--- src/rtl/core/rrbm_pkg.sv ---
// ----------------------------------------------------------------------------
// rrbm_pkg: shared constants and types for the bank mapper
// Address map bounds, bank geometry and the decoded access record.
// ----------------------------------------------------------------------------
package rrbm_pkg;

    // Bank geometry
    localparam int RAM_BANKS      = 8;
    localparam int RAM_BANK_BYTES = 8192;
    localparam int ROM_BANK_BYTES = 16384;
    localparam int STORE_BYTES    = RAM_BANKS * RAM_BANK_BYTES;
    localparam int RAM_AW         = $clog2(STORE_BYTES);
    localparam int RAM_OFS_W      = $clog2(RAM_BANK_BYTES);
    localparam int ROM_OFS_W      = $clog2(ROM_BANK_BYTES);

    // Field widths
    localparam int ADDR_W     = 16;
    localparam int DATA_W     = 8;
    localparam int ROM_BANK_W = 8;
    localparam int RAM_BANK_W = 3;
    localparam int ROM_ADDR_W = 22;

    // Address map bounds
    localparam logic [ADDR_W-1:0] RAM_EN_LAST   = 16'h1FFF;
    localparam logic [ADDR_W-1:0] ROM_BANK_LAST = 16'h3FFF;
    localparam logic [ADDR_W-1:0] RAM_BANK_LAST = 16'h5FFF;
    localparam logic [ADDR_W-1:0] ROM_LAST      = 16'h7FFF;
    localparam logic [ADDR_W-1:0] EXT_RAM_FIRST = 16'hA000;
    localparam logic [ADDR_W-1:0] EXT_RAM_LAST  = 16'hBFFF;

    // Register write values
    localparam logic [DATA_W-1:0] RAM_ENABLE_KEY = 8'h0A;
    localparam logic [DATA_W-1:0] RAM_BANK_MAX   = 8'h07;
    localparam logic [DATA_W:0]   RAM_BANKS_LIM  = (DATA_W+1)'(RAM_BANKS);

    typedef enum logic {
        KIND_READ  = 1'b0,
        KIND_WRITE = 1'b1
    } t_kind;

    // Decoded access, decode stage to pipeline
    typedef struct packed {
        logic                  ram_we;
        logic                  ram_re;
        logic [RAM_AW-1:0]     ram_addr;
        logic [DATA_W-1:0]     wdata;
        logic                  rom_access;
        logic [ROM_ADDR_W-1:0] rom_address;
    } t_access;

endpackage

--- src/rtl/core/rrbm_decode.sv ---
// ----------------------------------------------------------------------------
// rrbm_decode: bank registers and address decode
// Holds RAM enable, ROM bank and RAM bank; maps each access.
// ----------------------------------------------------------------------------
module rrbm_decode
    import rrbm_pkg::*;
(
    input  logic              i_clk,
    input  logic              i_rst_n,
    input  logic              i_accept,
    input  logic              i_kind,
    input  logic [ADDR_W-1:0] i_address,
    input  logic [DATA_W-1:0] i_write_data,
    output t_access           o_access
);
    logic                  r_ram_enabled;
    logic [ROM_BANK_W-1:0] r_rom_bank;
    logic [RAM_BANK_W-1:0] r_ram_bank;

    logic is_write;
    logic in_ext_ram;

    assign is_write   = (i_kind == KIND_WRITE);
    assign in_ext_ram = (i_address >= EXT_RAM_FIRST) && (i_address <= EXT_RAM_LAST);

    always_ff @(posedge i_clk) begin
        if (!i_rst_n) begin
            r_ram_enabled <= 1'b0;
            r_rom_bank    <= ROM_BANK_W'(1);
            r_ram_bank    <= '0;
        end else if (i_accept && is_write) begin
            if (i_address <= RAM_EN_LAST) begin
                r_ram_enabled <= (i_write_data == RAM_ENABLE_KEY);
            end else if (i_address <= ROM_BANK_LAST) begin
                r_rom_bank <= (i_write_data == '0) ? ROM_BANK_W'(1) : i_write_data;
            end else if (i_address <= RAM_BANK_LAST) begin
                if (i_write_data <= RAM_BANK_MAX &&
                    {1'b0, i_write_data} < RAM_BANKS_LIM) begin
                    r_ram_bank <= i_write_data[RAM_BANK_W-1:0];
                end
            end
        end
    end

    always_comb begin
        o_access.ram_we      = is_write && in_ext_ram && r_ram_enabled;
        o_access.ram_re      = !is_write && in_ext_ram && r_ram_enabled;
        o_access.ram_addr    = RAM_AW'({r_ram_bank, i_address[RAM_OFS_W-1:0]});
        o_access.wdata       = i_write_data;
        o_access.rom_access  = 1'b0;
        o_access.rom_address = '0;
        if (!is_write) begin
            if (i_address <= ROM_BANK_LAST) begin
                o_access.rom_access  = 1'b1;
                o_access.rom_address = ROM_ADDR_W'(i_address);
            end else if (i_address <= ROM_LAST) begin
                o_access.rom_access  = 1'b1;
                o_access.rom_address = {r_rom_bank, i_address[ROM_OFS_W-1:0]};
            end
        end
    end
endmodule

--- config.mk ---
export PLATFORM = sky130hd
export DESIGN_NAME = rrbm_decode
export DESIGN_NICKNAME = d
export VERILOG_FILES = /design/src/rtl/core/rrbm_pkg.sv /design/src/rtl/core/rrbm_decode.sv
export SDC_FILE = /design/constraint.sdc
export NUM_CORES = 1
export LEC_CHECK = 0
export ABC_AREA = 1
export BUFFER_PORTS_ARGS = -buffer_cell sky130_fd_sc_hd__buf_2
export CORE_ASPECT_RATIO = 0.7
export CORE_MARGIN = 8
export CORE_UTILIZATION = 25
export CTS_CLUSTER_SIZE = 40
export DETAILED_ROUTE_END_ITERATION = 16
export SETUP_SLACK_MARGIN = 0.1
export SLEW_MARGIN = 20
export SYNTH_ARGS = -nofsm -noshare
export SYNTH_HDL_FRONTEND = slang
export SYNTH_SLANG_ARGS = --single-unit
--- constraint.sdc ---
create_clock -name i_clk -period 0.8 [get_ports i_clk]
set_input_delay 0 -clock i_clk [delete_from_list [all_inputs] [get_ports i_clk]]
set_output_delay 0 -clock i_clk [all_outputs]
set_load 0.03 [all_outputs]
==> metrics.md <==
| Metric | Value |
|---|---|
| Startpoint Class | `flip-flop` |
| Crit Path Class | `reg -> out` |
| Total CTS buffers | `3` |
| DRC | `0` |
| Die area | `5900 µm²` |
| Max Cap Viol | `0` |
| Power density cells | `1070 nW/µm²` |
| Synth-to-Final Area Change | `86.6%` |
| Final setup fails | `10` |
| Fraction of registers with async set/reset | `0%` |
| Final Max Slew Viols | `0` |
| Final wirelength | `3200 µm` |
| Failing checks | `negative setup slack` |
| Commonest register cell after synthesis | `dfxtp_1` |
| Syn nets | `166` |
| Clock Power Share | `28.9%` |
| Gr ovfl total | `0` |
| Final net count | `243` |
| Final WS setup | `-0.139 ns` |
| Pwr Total | `1.83 mW` |
| WP data arrival | `0.94 ns` |
| YS warnings | `0` |
| Peak VDD IR | `0.000425 V` |
| CTS root buf | `clkbuf_8` |
| Ant. Diodes | `0` |
| Path type of the worst min-delay path | `in -> reg` |
| Share of cells above drive strength 1 | `76.5%` |
| Initial detailed-routing violation count | `23` |
| CP Cell Sequence | `inv_4 -> nor3b_4 -> buf_6` |
| Sw Pwr | `0.648 mW` |
| Pre-CTS setup slack | `-0.114 ns` |
| CP max-delay cell | `dfxtp_2` |
| Post-detail-place hpwl | `2560 µm` |
| FF+latch count, synth | `12` |
| Status | `finished with violations` |
| Clk_skew | `0 ns` |
| Post-synth top area cell | `dfxtp_1` |
| Top cells by count, synth | `22 x buf_4, 21 x nor2_1, 20 x nand2_1, 12 x dfxtp_1, 12 x inv_1` |
| Synth top area cells | `dfxtp_1 26%, buf_4 18%, nor2_1 8.6%, nand2_1 8.2%, a21oi_1 5.4%` |
| Hold Buf Count CTS | `0` |
| GRT Util Overall | `10.3%` |
| Syn Area/Cell | `6.65 µm²` |
| Slew HR | `86.0%` |
| Clk_lat worst skew | `0.23 ns` |
| H-tree depth | `1` |
| WP data required | `0.80 ns` |
| DR vias | `1068` |
| CP Max Fanout | `3` |
| CTS tree | `yes` |
| Leakage Power | `0.821 nW` |
| Post-synth EDFFs | `0` |
| Worst-Margin Slew | `0.210 ns` |
| Routability cong. | `0.713` |
| Yosys top cell area share | `26.2%` |
| ANT nets after route | `0` |
| Horiz. Die Dim | `88.4 µm` |
| Row cnt | `18` |
| Max Root-Sink Buffers | `2` |
| Largest net degree at the start of global routing | `17` |
| Mapped cell area | `918 µm²` |
| Slowest stage delay, CP | `0.33 ns` |
| Switch share | `35.3%` |
| Reg power frac | `33.6%` |
| Drt via density | `4.06` |
| Vert. Die Dim | `66.7 µm` |
| Clk sinks | `12` |
| Critical Path End Type | `primary output` |
| Int Pwr | `1.19 mW` |
| Fin crit share | `117%` |
| Final Critical Period | `0.939 ns` |
| Initial Utilization | `26.1%` |
| Gate power share | `37.6%` |
| Antenna violations before repair | `0` |
| Register area share after synthesis | `26.2%` |
| Vias in the first global route | `1048` |
| Fin Setup TNS | `-0.642 ns` |
| Max Freq | `1060 MHz` |
| First-pass GRT wire length | `4820 µm` |
| # IOs | `77` |
| Yosys cell types | `25` |
| RSZ-0062 raised after global routing | `true` |
| Hold Violations, Final | `0` |
| Top-count cell post-synth | `buf_4` |
| Drt first pass iters | `4` |
| Cells after Synth | `138` |
| Core ar. | `3510 µm²` |
| Port bufs | `76` |
| WL per Instance | `12.1 µm` |
| Clock-pin slew on the worst setup and hold paths | `0.05 ns` |
[layout make-up]
type,count,area (µm²)
clock buffers,3,41.3
fillers,365,1800
flip-flops and latches,12,255
repair buffers,97,681
multi-input cells,85,599
well taps,50,62.6
inverters,16,75.1
[sequential cells by signal, indices dropped and copies added (netlist names)]
name           count
r_rom_bank         8
r_ram_bank         3
r_ram_enabled      1
[power groups by stage]
stage                     combinational [mW]  clock [mW]  sequential [mW]
after global routing                   0.738       0.570            0.616
final                                  0.689       0.530            0.616
after detailed placement               0.635           0            0.624
after CTS                              0.668       0.539            0.615
after floorplan                        0.463           0            0.624
after global placement                 0.635           0            0.624
[worst paths after layout]
check                           slack (ns)  cells after the start             to     startpoint
worst min-delay path                  0.04                      2  r_rom_bank[0]        i_rst_n
worst min register to register        0.47                      2  r_rom_bank[1]  r_rom_bank[1]
worst max register to register        0.02                      4  r_ram_enabled  r_ram_enabled
worst max-delay path                 -0.14                      3   o_access[48]  r_ram_enabled
[routing by layer]
| layer | track usage, % | share of wire [%] | up-vias | wire [µm] |
|---|---|---|---|---|
| met5 | 0 | 0 | - | 0 |
| met4 | 3.77 | 1.4 | 0 | 46 |
| met3 | 3.56 | 6.5 | 4 | 207 |
| met2 | 17.7 | 49 | 29 | 1570 |
| met1 | 11.4 | 43 | 461 | 1370 |
| li1 | - | - | 574 | - |
[cell families (layout without fill, tap and decap cells)]
family | Yosys count | count (layout) | share of synthesized area [%]
DFF | 12 | 12 | 26.2
AOI/OAI and AO/OA | 23 | 23 | 13.9
buffers and inverters | 41 | 116 | 27.0
and+or+nand+nor | 62 | 62 | 33.0
[repair_timing]
item                                   CTS  global route
endpoints found under the hold margin    0             0
buffers inserted                         5             5
gates resized for setup                 54            20
cloned                                   0             0
setup endpoints to repair               22            37
pin swaps                                8             6
[stage by stage]
| stage | utilization [%] | area [µm²] | instances | hold slack [ns] |
|---|---|---|---|---|
| after CTS | 46.7 | 1640 | 258 | 0.0279 |
| after global routing | 48.8 | 1710 | 263 | 0.0502 |
| after floorplan | - | 1090 | 138 | 0.0472 |
| after detailed placement | 40.8 | 1430 | 250 | 0.269 |
| final | 48.8 | 1710 | 263 | 0.0410 |
| after global placement | 40.8 | 1430 | 250 | 0.269 |
[layout by cell type (no fill, tap or decap), drive strengths merged]
master  netlist  routed
a21oi        11      11
buf          24      96
inv          16      16
nand2        22      22
o21bai        1       1
o21ai        10      10
dfxtp        12      12
nor2         23      23
nor3          8       8
or2           1       1
o21a          1       1
nor3b         1       1
nand3         7       7
clkbuf        1       4
[critical path: cells and delay by family, from the launching register on]
family | cells | cell delay, ns
buf+inv | 2 | 0.20
flops | 1 | 0.33
simple gates | 1 | 0.17
(Power assumes the default switching activity.)
